$ cat src/hdl/pip_pkg.sv
// Package of shared constants, types and codes for the point-in-polygon test core.
`default_nettype none
package pip_pkg;

  localparam int MAX_VERTICES = 16;
  localparam int COORD_BITS   = 16;
  localparam int CFG_W        = 5;
  localparam int ADDR_W       = $clog2(MAX_VERTICES);
  localparam int CNT_W        = $clog2(MAX_VERTICES + 1);
  localparam int SAT_W        = (CNT_W > CFG_W) ? CNT_W : CFG_W;
  localparam int DIFF_W       = COORD_BITS + 1;
  localparam int PROD_W       = 2 * DIFF_W;

  localparam logic REQ_WRITE = 1'b0;
  localparam logic REQ_QUERY = 1'b1;

  typedef enum logic [2:0] {
    ST_IDLE,
    ST_WALK,
    ST_DRAIN1,
    ST_DRAIN2,
    ST_FINISH
  } pip_state_t;

  typedef struct packed {
    logic              load_query;
    logic              wr_en;
    logic              rd_en;
    logic              rd_first;
    logic [ADDR_W-1:0] rd_addr;
    logic              out_load;
  } pip_cmd_t;

  typedef struct packed {
    logic out_free;
    logic pipe_busy;
  } pip_status_t;

endpackage
`default_nettype wire

$ cat src/hdl/pip_ctrl.sv
// Controller state machine: request decode, edge walk sequencing and result hand-off.
`default_nettype none
module pip_ctrl
  import pip_pkg::*;
(
  input  wire logic             clk,
  input  wire logic             rst,
  input  wire logic             in_valid,
  input  wire logic             req_type,
  input  wire logic             cfg_wr_en,
  input  wire logic [CFG_W-1:0] cfg_wr_data,
  input  wire pip_status_t      st,
  output logic                  in_stall,
  output pip_cmd_t              cmd
);

  pip_state_t       state, state_next;
  logic [CNT_W-1:0] cnt, cnt_next;
  logic [CFG_W-1:0] vertex_count;
  logic [CNT_W-1:0] n_sat;
  logic [CNT_W-1:0] addr_full;

  // Counts above the table size are clamped to the table size.
  assign n_sat = (SAT_W'(vertex_count) > SAT_W'(MAX_VERTICES)) ?
                 CNT_W'(MAX_VERTICES) : CNT_W'(vertex_count);

  always_ff @(posedge clk) begin
    if (rst) begin
      state        <= ST_IDLE;
      cnt          <= '0;
      vertex_count <= '0;
    end else begin
      state <= state_next;
      cnt   <= cnt_next;
      if (cfg_wr_en) begin
        vertex_count <= cfg_wr_data;
      end
    end
  end

  always_comb begin
    state_next     = state;
    cnt_next       = cnt;
    in_stall       = 1'b1;
    cmd            = '0;
    addr_full      = (cnt == '0) ? (n_sat - CNT_W'(1)) : (cnt - CNT_W'(1));
    case (state)
      ST_IDLE: begin
        in_stall = 1'b0;
        if (in_valid) begin
          if (req_type == REQ_WRITE) begin
            cmd.wr_en = 1'b1;
          end else begin
            cmd.load_query = 1'b1;
            cnt_next       = '0;
            state_next     = (n_sat == '0) ? ST_FINISH : ST_WALK;
          end
        end
      end
      ST_WALK: begin
        // The first read fetches the closing vertex; each later read forms one edge.
        cmd.rd_en    = 1'b1;
        cmd.rd_first = (cnt == '0);
        cmd.rd_addr  = addr_full[ADDR_W-1:0];
        cnt_next     = cnt + CNT_W'(1);
        if (cnt == n_sat) begin
          state_next = ST_DRAIN1;
        end
      end
      ST_DRAIN1: begin
        state_next = ST_DRAIN2;
      end
      ST_DRAIN2: begin
        state_next = ST_FINISH;
      end
      ST_FINISH: begin
        if (st.out_free) begin
          cmd.out_load = 1'b1;
          state_next   = ST_IDLE;
        end
      end
      default: begin
        state_next = ST_IDLE;
      end
    endcase
  end

endmodule
`default_nettype wire

$ cat src/hdl/pip_datapath.sv
// Datapath: vertex memory, three-stage edge crossing pipeline and result register.
`default_nettype none
module pip_datapath
  import pip_pkg::*;
(
  input  wire logic                         clk,
  input  wire logic                         rst,
  input  wire pip_cmd_t                     cmd,
  input  wire logic        [ADDR_W-1:0]     vertex_index,
  input  wire logic signed [COORD_BITS-1:0] vertex_x,
  input  wire logic signed [COORD_BITS-1:0] vertex_y,
  input  wire logic signed [COORD_BITS-1:0] point_x,
  input  wire logic signed [COORD_BITS-1:0] point_y,
  input  wire logic                         out_stall,
  output logic                              out_valid,
  output logic                              inside_res,
  output pip_status_t                       st
);

  logic signed [COORD_BITS-1:0] mem_x [MAX_VERTICES];
  logic signed [COORD_BITS-1:0] mem_y [MAX_VERTICES];

  logic signed [COORD_BITS-1:0] px, py;
  logic signed [COORD_BITS-1:0] cur_x, cur_y, prev_x, prev_y;
  logic                         s1_edge, s2_edge;
  logic signed [PROD_W-1:0]     prod_l, prod_r;
  logic                         dy_neg;
  logic                         flag;

  logic signed [DIFF_W-1:0]     diff_a, diff_c, diff_d, diff_dy;
  logic                         straddle;
  logic                         toggle;

  always_ff @(posedge clk) begin
    if (cmd.wr_en) begin
      mem_x[vertex_index] <= vertex_x;
      mem_y[vertex_index] <= vertex_y;
    end
    if (cmd.rd_en) begin
      cur_x  <= mem_x[cmd.rd_addr];
      cur_y  <= mem_y[cmd.rd_addr];
      prev_x <= cur_x;
      prev_y <= cur_y;
    end
    if (cmd.load_query) begin
      px <= point_x;
      py <= point_y;
    end
  end

  // Edge runs from the current vertex i to the previous vertex j.
  always_comb begin
    diff_a   = DIFF_W'(px) - DIFF_W'(cur_x);
    diff_c   = DIFF_W'(prev_x) - DIFF_W'(cur_x);
    diff_d   = DIFF_W'(py) - DIFF_W'(cur_y);
    diff_dy  = DIFF_W'(prev_y) - DIFF_W'(cur_y);
    straddle = (cur_y > py) != (prev_y > py);
  end

  always_ff @(posedge clk) begin
    prod_l <= diff_a * diff_dy;
    prod_r <= diff_c * diff_d;
    dy_neg <= diff_dy[DIFF_W-1];
  end

  // The point is left of the crossing when the product order agrees with the sign of dy.
  assign toggle = dy_neg ? (prod_l > prod_r) : (prod_l < prod_r);

  always_ff @(posedge clk) begin
    if (rst) begin
      s1_edge   <= 1'b0;
      s2_edge   <= 1'b0;
      flag      <= 1'b0;
      out_valid <= 1'b0;
    end else begin
      s1_edge <= cmd.rd_en && !cmd.rd_first;
      s2_edge <= s1_edge && straddle;
      if (cmd.load_query) begin
        flag <= 1'b0;
      end else if (s2_edge && toggle) begin
        flag <= !flag;
      end
      if (cmd.out_load) begin
        out_valid <= 1'b1;
      end else if (!out_stall) begin
        out_valid <= 1'b0;
      end
    end
  end

  always_ff @(posedge clk) begin
    if (cmd.out_load) begin
      inside_res <= flag;
    end
  end

  assign st.out_free  = !out_valid || !out_stall;
  assign st.pipe_busy = s1_edge || s2_edge;

endmodule
`default_nettype wire

$ cat src/hdl/point_in_polygon_test_core.sv
// Top level of the point-in-polygon test core: controller, datapath and checks.
`default_nettype none
// Usage:
// One input channel carries requests (in_valid / in_stall). A request with
// req_type 0 stores vertex_x / vertex_y in slot vertex_index and gives no
// result. A request with req_type 1 tests point_x /
// point_y against the polygon of the first vertex_count slots by the
// even-odd rule and returns one inside_res on the output channel
// (out_valid / out_stall).
// A query with N vertices (count clamped to 16) makes N + 1 single-port vertex
// reads (closing vertex first); the last edge then passes the multiply and
// compare stages, and the controller loads the output register, which raises
// out_valid. The next request is taken after that load, so a query holds the
// input until its result is loaded. Zero vertices answer 0 with no reads.
// Requests are taken only while the controller is idle; one query is in
// flight at a time. The result sits in an output register, so a new request
// is taken while a previous result still waits; a finished query waits if
// the output register is still stalled.
// vertex_count is written through cfg_wr_en / cfg_wr_data; the user must write it
// only while idle, which the block does not enforce. Reset clears the controller,
// the count and the output valid; vertex slots hold nothing defined until written.
module point_in_polygon_test_core
  import pip_pkg::*;
(
  input  wire logic                         clk,
  input  wire logic                         rst,
  input  wire logic                         in_valid,
  output logic                              in_stall,
  input  wire logic                         req_type,
  input  wire logic        [ADDR_W-1:0]     vertex_index,
  input  wire logic signed [COORD_BITS-1:0] vertex_x,
  input  wire logic signed [COORD_BITS-1:0] vertex_y,
  input  wire logic signed [COORD_BITS-1:0] point_x,
  input  wire logic signed [COORD_BITS-1:0] point_y,
  output logic                              out_valid,
  input  wire logic                         out_stall,
  output logic                              inside_res,
  input  wire logic                         cfg_wr_en,
  input  wire logic        [CFG_W-1:0]      cfg_wr_data
);

  pip_cmd_t    cmd;
  pip_status_t st;

  pip_ctrl u_ctrl (
    .clk        (clk),
    .rst        (rst),
    .in_valid   (in_valid),
    .req_type   (req_type),
    .cfg_wr_en  (cfg_wr_en),
    .cfg_wr_data(cfg_wr_data),
    .st         (st),
    .in_stall   (in_stall),
    .cmd        (cmd)
  );

  pip_datapath u_dp (
    .clk         (clk),
    .rst         (rst),
    .cmd         (cmd),
    .vertex_index(vertex_index),
    .vertex_x    (vertex_x),
    .vertex_y    (vertex_y),
    .point_x     (point_x),
    .point_y     (point_y),
    .out_stall   (out_stall),
    .out_valid   (out_valid),
    .inside_res  (inside_res),
    .st          (st)
  );

  // A result is never loaded over one that is still waiting to be taken.
  a_no_overwrite : assert property (@(posedge clk) disable iff (rst)
    cmd.out_load |-> st.out_free)
    else $error("result loaded while output register stalled");

  // When the block takes a request, no edge of an earlier query is still in flight.
  a_pipe_empty_on_accept : assert property (@(posedge clk) disable iff (rst)
    !in_stall |-> !st.pipe_busy)
    else $error("edge pipeline busy while accepting requests");

  // A new result appears on the output only after the controller loaded it.
  a_valid_from_load : assert property (@(posedge clk) disable iff (rst)
    !out_valid ##1 out_valid |-> $past(cmd.out_load))
    else $error("out_valid rose without a result load");

  // Memory reads and request acceptance never overlap.
  a_no_read_when_idle : assert property (@(posedge clk) disable iff (rst)
    cmd.rd_en |-> in_stall)
    else $error("vertex read while accepting requests");

endmodule
`default_nettype wire
$ cat config.mk
export PLATFORM = sky130hd
export DESIGN_NAME = point_in_polygon_test_core
export DESIGN_NICKNAME = d
export VERILOG_FILES = /design/src/hdl/pip_pkg.sv /design/src/hdl/pip_ctrl.sv /design/src/hdl/pip_datapath.sv /design/src/hdl/point_in_polygon_test_core.sv
export SDC_FILE = /design/constraint.sdc
export NUM_CORES = 2
export LEC_CHECK = 0
export ABC_AREA = 1
export ABC_CLOCK_PERIOD_IN_PS = 12200
export BUFFER_PORTS_ARGS = -buffer_cell sky130_fd_sc_hd__buf_2
export CORE_MARGIN = 2
export CORE_UTILIZATION = 43
export DETAILED_ROUTE_END_ITERATION = 7
export GPL_TIMING_DRIVEN = 0
export RECOVER_POWER = 50
export SETUP_SLACK_MARGIN = 0.05
export SLEW_MARGIN = 25
export SYNTH_ARGS = -nofsm -noshare
export SYNTH_HDL_FRONTEND = slang
export SYNTH_SLANG_ARGS = --single-unit
$ cat constraint.sdc
create_clock -name clk -period 12.2 [get_ports clk]
set_input_delay 0.61 -clock clk [delete_from_list [all_inputs] [get_ports clk]]
set_output_delay 0.61 -clock clk [all_outputs]
set_load 0.01 [all_outputs]
* After elaboration in Yosys (flattened, before gate mapping)
Memories as Yosys holds them, arrays and structs flattened. A register that Yosys moved wholly into a read port is not among the register bits.
Index checks and enable logic that the tools add are counted.
** Word-level totals
- RAM bits :: 512
- Output and inout bits :: 3
- Memories :: 2
- Register bits :: 151
- Input port bits :: 79
** Operators by class
- $lt $le $gt $ge :: 5
- Muxes and demuxes :: 24
- Multiply operators :: 2
- Reductions and logical operators :: 15
- $add $sub $neg :: 7
- Equality and inequality tests :: 11
** Memory list
- u_dp.mem_x :: words 16, bits a word 16, read ports 1, clocked after Yosys merged registers in 1, write ports 1, RTL line pip_datapath.sv:20 : logic signed [COORD_BITS-1:0] mem_x [MAX_VERTICES];
- u_dp.mem_y :: words 16, bits a word 16, read ports 1, clocked after Yosys merged registers in 1, write ports 1, RTL line pip_datapath.sv:21 : logic signed [COORD_BITS-1:0] mem_y [MAX_VERTICES];
** Operators by type and width (number)
- 17-bit by 17-bit multiplier with 34-bit output :: 2
- 16-bit by 16-bit subtractor with 17-bit output :: 4
- 34-bit > comparator :: 1
- 34-bit less-than comparator :: 1
- 16-bit > comparator :: 2
- 3-bit two-way mux :: 5
- 5-bit two-way mux :: 3
- 3-bit one-hot mux with 5 select lines :: 1
- 5-bit zero test :: 2
- 1-bit two-way mux :: 10
- 5-bit one-hot mux with 2 select lines :: 1
- 4-bit by 1-bit subtractor with 4-bit output (second input constant) :: 2
- 3-bit by 2-bit == test with 1-bit output (second input constant) :: 2
- 6-bit two-way mux :: 1
- 2-bit inequality test (second input constant) :: 3
- 5-bit by 1-bit adder with 5-bit output (second input constant) :: 1
- 5-bit == test :: 1
- 5-bit > comparator (second input constant) :: 1
- 1-bit zero test :: 4
- 2-bit two-way mux :: 2
- 4-bit two-way mux :: 1
- 2-bit by 1-bit inequality test with 1-bit output (second input constant) :: 2
- 4-bit AND reduction :: 1
- 3-bit by 1-bit == test with 1-bit output (second input constant) :: 1
- other kinds (8) :: 10

* Depth between registers and ports, before layout
- Depth in word-level cells :: 7
- Depth in mapped cells :: 39

* By module
Synthesis repeated with hierarchy kept, for this count alone.
** Second synthesis, totals
- Cell total of the unflattened synthesis :: 4993
- Area total of the unflattened synthesis :: 51752.1 um2
** Modules (own cells, without submodules)
- pip_datapath :: instances 1, cells an instance 4854, area each 50841.3 um2
- pip_ctrl :: instances 1, cells an instance 139, area each 910.9 um2

* Worst setup path before layout
No wires, ideal clock.
- Path type :: register to register
- From :: register u_dp.prev_x[0]
- To :: register u_dp.prod_r[23]
- Arrival :: 6706 ps
- Slack :: 5374 ps
- Path buffers :: 1
- Cell stages (with the launch flop) :: 34
- Cell sequence :: edfxtp_1 > inv_1 > ha_1 > inv_1 > fa_1 > nand3_1 > nand2_1 > nand4_1 > nand2_1 > a21boi_1 > o21ai_1 > xor2_1 > buf_2 > nand2_1 > fa_1 > inv_1 > fa_1 > inv_1 > fa_1 > inv_1 > fa_1 > inv_1 > fa_1 > inv_1 > fa_1 > ha_1 > a21oi_1 > o21ai_0 > o21bai_1 > a21oi_1 > o21bai_1 > nand3_1 > nand2_1 > xor2_1
** Between the ends
- Word-level cells in the longest chain between the ends :: 2
** Ends and longest elaborated chain
- from (decl) :: RTL line pip_datapath.sv:24 : logic signed [COORD_BITS-1:0] cur_x, cur_y, prev_x, prev_y;
- from (signal assigned) :: RTL line pip_datapath.sv:42 : prev_x <= cur_x;
- 16-bit by 16-bit subtractor with 17-bit output :: RTL line pip_datapath.sv:54 : diff_c = DIFF_W'(prev_x) - DIFF_W'(cur_x);
- 17-bit by 17-bit multiplier with 34-bit output :: RTL line pip_datapath.sv:62 : prod_r <= diff_c * diff_d;
- to (signal assigned) :: RTL line pip_datapath.sv:62
- to (decl) :: RTL line pip_datapath.sv:26 : logic signed [PROD_W-1:0] prod_l, prod_r;
Every way passes these cells.
A chain may end at the register's enable or synchronous reset.

* Worst setup path after layout
- From :: register u_dp.cur_y[0], read port of u_dp.mem_y
- To :: register u_dp.prod_l[30]
** Between the ends
- Word-level cells in the longest chain between the ends :: 2
** Ends and longest elaborated chain
- from (decl) :: RTL line pip_datapath.sv:24
- 16-bit by 16-bit subtractor with 17-bit output :: RTL line pip_datapath.sv:56 : diff_dy = DIFF_W'(prev_y) - DIFF_W'(cur_y);
- 17-bit by 17-bit multiplier with 34-bit output :: RTL line pip_datapath.sv:61 : prod_l <= diff_a * diff_dy;
- to (signal assigned) :: RTL line pip_datapath.sv:61
- to (decl) :: RTL line pip_datapath.sv:26
Every way passes these cells.

==> impl_table.tex <==
\begin{tabular}{lr}
\hline
Metric & Value \\
\hline
\multicolumn{2}{l}{\textbf{STA}} \\
\quad Transition time at the pin with the least slew margin & 1.66 ns \\
\quad Min Tclk post-route & 8.58 ns \\
\quad Post-route fraction of the period consumed by the critical path & 70.4\% \\
\quad RSZ-0062 raised after global routing & no \\
\quad Number of max-slew violations in the final report & 22 \\
\quad Setup TNS & 0 ns \\
\quad Setup Skew & 0.0565 ns \\
\quad \# setup viols final & 0 \\
\quad Final Hold Fails & 0 \\
\quad Relative slew slack & -11.4\% \\
\quad Highest achievable clock rate & 0.116 GHz \\
\multicolumn{2}{l}{\textbf{CTS}} \\
\quad Clk Tree Root Cell & sky130\_fd\_sc\_hd\_\_clkbuf\_16 \\
\quad Post-CTS Setup Repair Bufs & 0 \\
\quad Clock tree from TritonCTS & done \\
\quad Clock Latency Late Sink & 0.66 ns \\
\quad Post-CTS Resized & 0 \\
\quad Clock-pin transition on the worst setup and hold timing paths & 0.06 ns \\
\quad Number of hold buffers added after CTS & 0 \\
\quad H-tree lvl count & 3 \\
\quad Number of sinks handled by clock tree synthesis & 695 \\
\quad Max Buffers Root-to-Sink & 3 \\
\quad TritonCTS Buffers & 76 \\
\multicolumn{2}{l}{\textbf{Placed design}} \\
\quad Hpwl dp & 116 mm \\
\quad GP Congestion & 0.907 \\
\quad Quantity of I/O buffers inserted on ports & 81 \\
\quad Number of placed instances, taps included & 6663 \\
\multicolumn{2}{l}{\textbf{Critical path}} \\
\quad Worst EP arrival & 9.12 ns \\
\quad Crit Reg-Reg Startpoint & u\_dp.cur\_y[0] \\
\quad Crit-path slowest cell & sky130\_fd\_sc\_hd\_\_fa\_1 \\
\quad Setup crit end kind & flip-flop \\
\quad Gate family responsible for the most delay along the worst path & adder cells \\
\quad Buffers plus inverters on the worst setup path & 3 \\
\quad Stage delay of the slowest cell on the critical path & 0.80 ns \\
\quad CP Launch Type & flip-flop \\
\quad Worst R2R Setup Slack & 3.62 ns \\
\quad Endpoint of the lowest-slack register-to-register path & u\_dp.prod\_l[30] \\
\quad Critical path required time & 12.73 ns \\
\quad Classification of the worst setup path & reg2reg \\
\quad Most Frequent Cell on Critical Path & sky130\_fd\_sc\_hd\_\_fa\_1 \\
\quad Biggest fanout along the worst timing path & 10 \\
\quad Cells on worst reg2reg path & 26 \\
\multicolumn{2}{l}{\textbf{Detailed routing}} \\
\quad Post-DR wirelength/cell & 21.8 microns \\
\quad Length of the first detailed-routing pass in iterations & 6 \\
\quad Via count of the routed design & 36200 \\
\quad Per-cell via count in the routed design & 5.32 \\
\quad First-iteration detailed-routing DRC count & 3227 \\
\quad Residual DRC & 0 \\
\quad Remaining number of nets flagged by the antenna check after routing & 0 \\
\quad Overall routed net length & 148 mm \\
\multicolumn{2}{l}{\textbf{Floorplan}} \\
\quad Die width & 350 microns \\
\quad Ports & 82 \\
\quad Starting density of the core & 43.2\% \\
\quad Height of the die & 350 microns \\
\quad Number of standard-cell rows in the floorplan & 127 \\
\quad DIE AREA & 123000 sq um \\
\quad Core area & 119000 sq um \\
\multicolumn{2}{l}{\textbf{Synthesis}} \\
\quad Most area-consuming cells after synthesis & sky130\_fd\_sc\_hd\_\_edfxtp\_1 35\%, sky130\_fd\_sc\_hd\_\_fa\_1 23\%, sky130\_fd\_sc\_hd\_\_ha\_1 7.0\%, sky130\_fd\_sc\_hd\_\_inv\_1 6.5\%, sky130\_fd\_sc\_hd\_\_nand2\_1 4.4\% \\
\quad Share of async-settable or async-resettable flops after synthesis & 0\% \\
\quad Most frequent cells after synthesis & 896 x sky130\_fd\_sc\_hd\_\_inv\_1, 610 x sky130\_fd\_sc\_hd\_\_nand2\_1, 609 x sky130\_fd\_sc\_hd\_\_edfxtp\_1 \\
\quad Synthesized flop and latch total & 695 \\
\quad Post-Syn Area & 51600 sq um \\
\quad Average footprint of a synthesized cell & 10.5 sq um \\
\quad Post-synthesis instance total & 4939 \\
\quad Post-synthesis sequential area ratio & 38.8\% \\
\quad Number of flops mapped to enable cells by yosys & 609 \\
\quad Syn\_nets & 5901 \\
\quad Library cells used by synthesis & 66 \\
\quad Number of warnings issued by yosys & 0 \\
\quad Most used standard cell by instance count after synthesis & sky130\_fd\_sc\_hd\_\_inv\_1 \\
\quad Yosys top cell by area & sky130\_fd\_sc\_hd\_\_edfxtp\_1 \\
\quad Top flip-flop cell by instance count after synthesis & sky130\_fd\_sc\_hd\_\_edfxtp\_1 \\
\quad Share of Yosys cell area claimed by the top area cell type & 35.4\% \\
\multicolumn{2}{l}{\textbf{Run status}} \\
\quad Status & finished, violations left \\
\quad Violations in the final reports & capacitance limit, slew limit \\
\multicolumn{2}{l}{\textbf{Worst hold path}} \\
\quad Cell count of the worst hold path & 1 \\
\quad Hold path endpoint & u\_dp.px[5] \\
\quad Classification of the worst-slack hold path & in2reg \\
\quad Worst Min Path Start & point\_x[5] \\
\multicolumn{2}{l}{\textbf{Global routing}} \\
\quad Overflow after GRT & 0 \\
\quad Global-route total usage across every layer & 24.5\% \\
\quad Number of antenna violations at the first check in global routing & 14 \\
\quad Vias in the first global route & 37100 \\
\quad Pin count of the biggest net entering global routing & 28 \\
\quad Global-route wire length before repair & 224 mm \\
\multicolumn{2}{l}{\textbf{Cells and area}} \\
\quad Area occupied by multi-input gates & 27500 sq um \\
\quad Fillers & 11100 \\
\quad Area Overhead vs Synth & 11.3\% \\
\quad Final cell count without fillers & 6811 \\
\quad Post-layout net count & 6091 \\
\quad Ratio of cells with drive above 1 in the final layout & 8.03\% \\
\quad Seq. cell area & 20000 sq um \\
\multicolumn{2}{l}{\textbf{Flow run}} \\
\quad Number of violations of the max-capacitance limit & 1 \\
\hline
\end{tabular}
-- sequential cells by signal, indices dropped and copies added, names as in the netlist, 16 cells and up --
signal	flops
u_dp.mem_x	256
u_dp.mem_y	256
u_dp.prod_l	34
u_dp.prod_r	34
u_dp.cur_x	16
u_dp.cur_y	16
u_dp.prev_x	16
u_dp.prev_y	16
u_dp.px	16
u_dp.py	16
-- layout make-up --
type,count,area share (%)
well taps,1612,3.51
inverters,924,6.04
clock inverters,48,0.836
clock buffers,94,3.54
diodes,6,0.0261
repair buffers,112,1.84
flip-flops and latches,695,34.8
plain buffers,153,1.45
multi-input cells,3167,47.9
-- cells in the final DEF (no fill, tap or decap), drive strengths merged, types with 7 or more instances in the layout --
cell and count:
a21boi 8, a21o 12, a21oi 157, a31oi 8
buf 152, clkbuf 207, clkinv 44, dfxtp 86
edfxtp 609, fa 596, ha 287, inv 920
nand2 621, nand3 140, nand4 15, nor2 513
nor3 33, nor4 7, o211ai 255, o21a 7
o21ai 201, o21bai 20, or2 137, xnor2 44
xor2 79
-- worst reg2reg max path: stages, from the launching register on --
cell	delay, ns
sky130_fd_sc_hd__edfxtp_1	0.52
sky130_fd_sc_hd__ha_1	0.29
sky130_fd_sc_hd__fa_1	0.44
sky130_fd_sc_hd__o21ai_2	0.26
sky130_fd_sc_hd__a21oi_1	0.10
sky130_fd_sc_hd__o21bai_1	0.15
sky130_fd_sc_hd__or2_2	0.13
sky130_fd_sc_hd__nand2_1	0.27
sky130_fd_sc_hd__inv_1	0.31
sky130_fd_sc_hd__clkbuf_1	0.54
sky130_fd_sc_hd__nand2_1	0.24
sky130_fd_sc_hd__fa_1	0.56
sky130_fd_sc_hd__inv_1	0.08
sky130_fd_sc_hd__fa_1	0.80
sky130_fd_sc_hd__fa_1	0.53
sky130_fd_sc_hd__fa_1	0.56
sky130_fd_sc_hd__fa_1	0.43
sky130_fd_sc_hd__fa_1	0.44
sky130_fd_sc_hd__ha_1	0.45
sky130_fd_sc_hd__nand2_1	0.15
sky130_fd_sc_hd__nor4_1	0.42
sky130_fd_sc_hd__nand3b_1	0.13
sky130_fd_sc_hd__nand3_1	0.17
sky130_fd_sc_hd__nand2_1	0.08
sky130_fd_sc_hd__nand3_1	0.11
sky130_fd_sc_hd__a21oi_1	0.10
sky130_fd_sc_hd__xor2_1	0.21
-- metal layers --
layer | global-route usage [%] | up-vias | routed length [microns] | part of all wire, %
li1 | - | 16400 | - | -
met1 | 33.0 | 18200 | 61600 | 42
met2 | 40.9 | 1383 | 71000 | 48
met3 | 3.76 | 274 | 10900 | 7.3
met4 | 7.62 | 6 | 4850 | 3.3
met5 | 0 | - | 45 | 0.030
-- metrics by stage --
step	area (sq um)	setup WS (ns)	hold slack, ns	utilization [%]
2_1_floorplan	51600	5.37	0.426	-
3_3_place_gp	54000	3.41	0.430	45.2
3_5_place_dp	55100	3.72	0.433	46.1
4_1_cts	57600	3.67	0.125	48.2
5_1_grt	57400	3.14	0.130	48.1
6_report	57500	3.62	0.161	48.1
-- cell families after synthesis --
logic type | Yosys count | synth area share (%)
buffers and inverters | 1077 | 8.34
AOI/OAI and AO/OA | 690 | 8.44
and+or+nand+nor | 1471 | 12.2
DFF | 695 | 38.8
xor gates and xnor gates | 123 | 2.22
adders and majority gates | 883 | 30.1
-- worst max path at each step --
stage / startpoint / end / slack [ns] / depth (start not counted)
finish: u_dp.cur_y[0] / u_dp.prod_l[30] / 3.62 / 26
detailed placement: u_dp.cur_y[0] / u_dp.prod_l[30] / 3.72 / 26
global route: u_dp.cur_y[0] / u_dp.prod_l[30] / 3.14 / 26
floorplan: u_dp.prev_x[0] / u_dp.prod_r[23] / 5.37 / 33
CTS: u_dp.cur_y[0] / u_dp.prod_l[30] / 3.67 / 26
global placement: u_dp.cur_y[0] / u_dp.prod_l[30] / 3.41 / 20
Power is left out: the tool's default activity adds up to more than one toggle a clock period on the data nets, which glitch-free logic cannot reach.
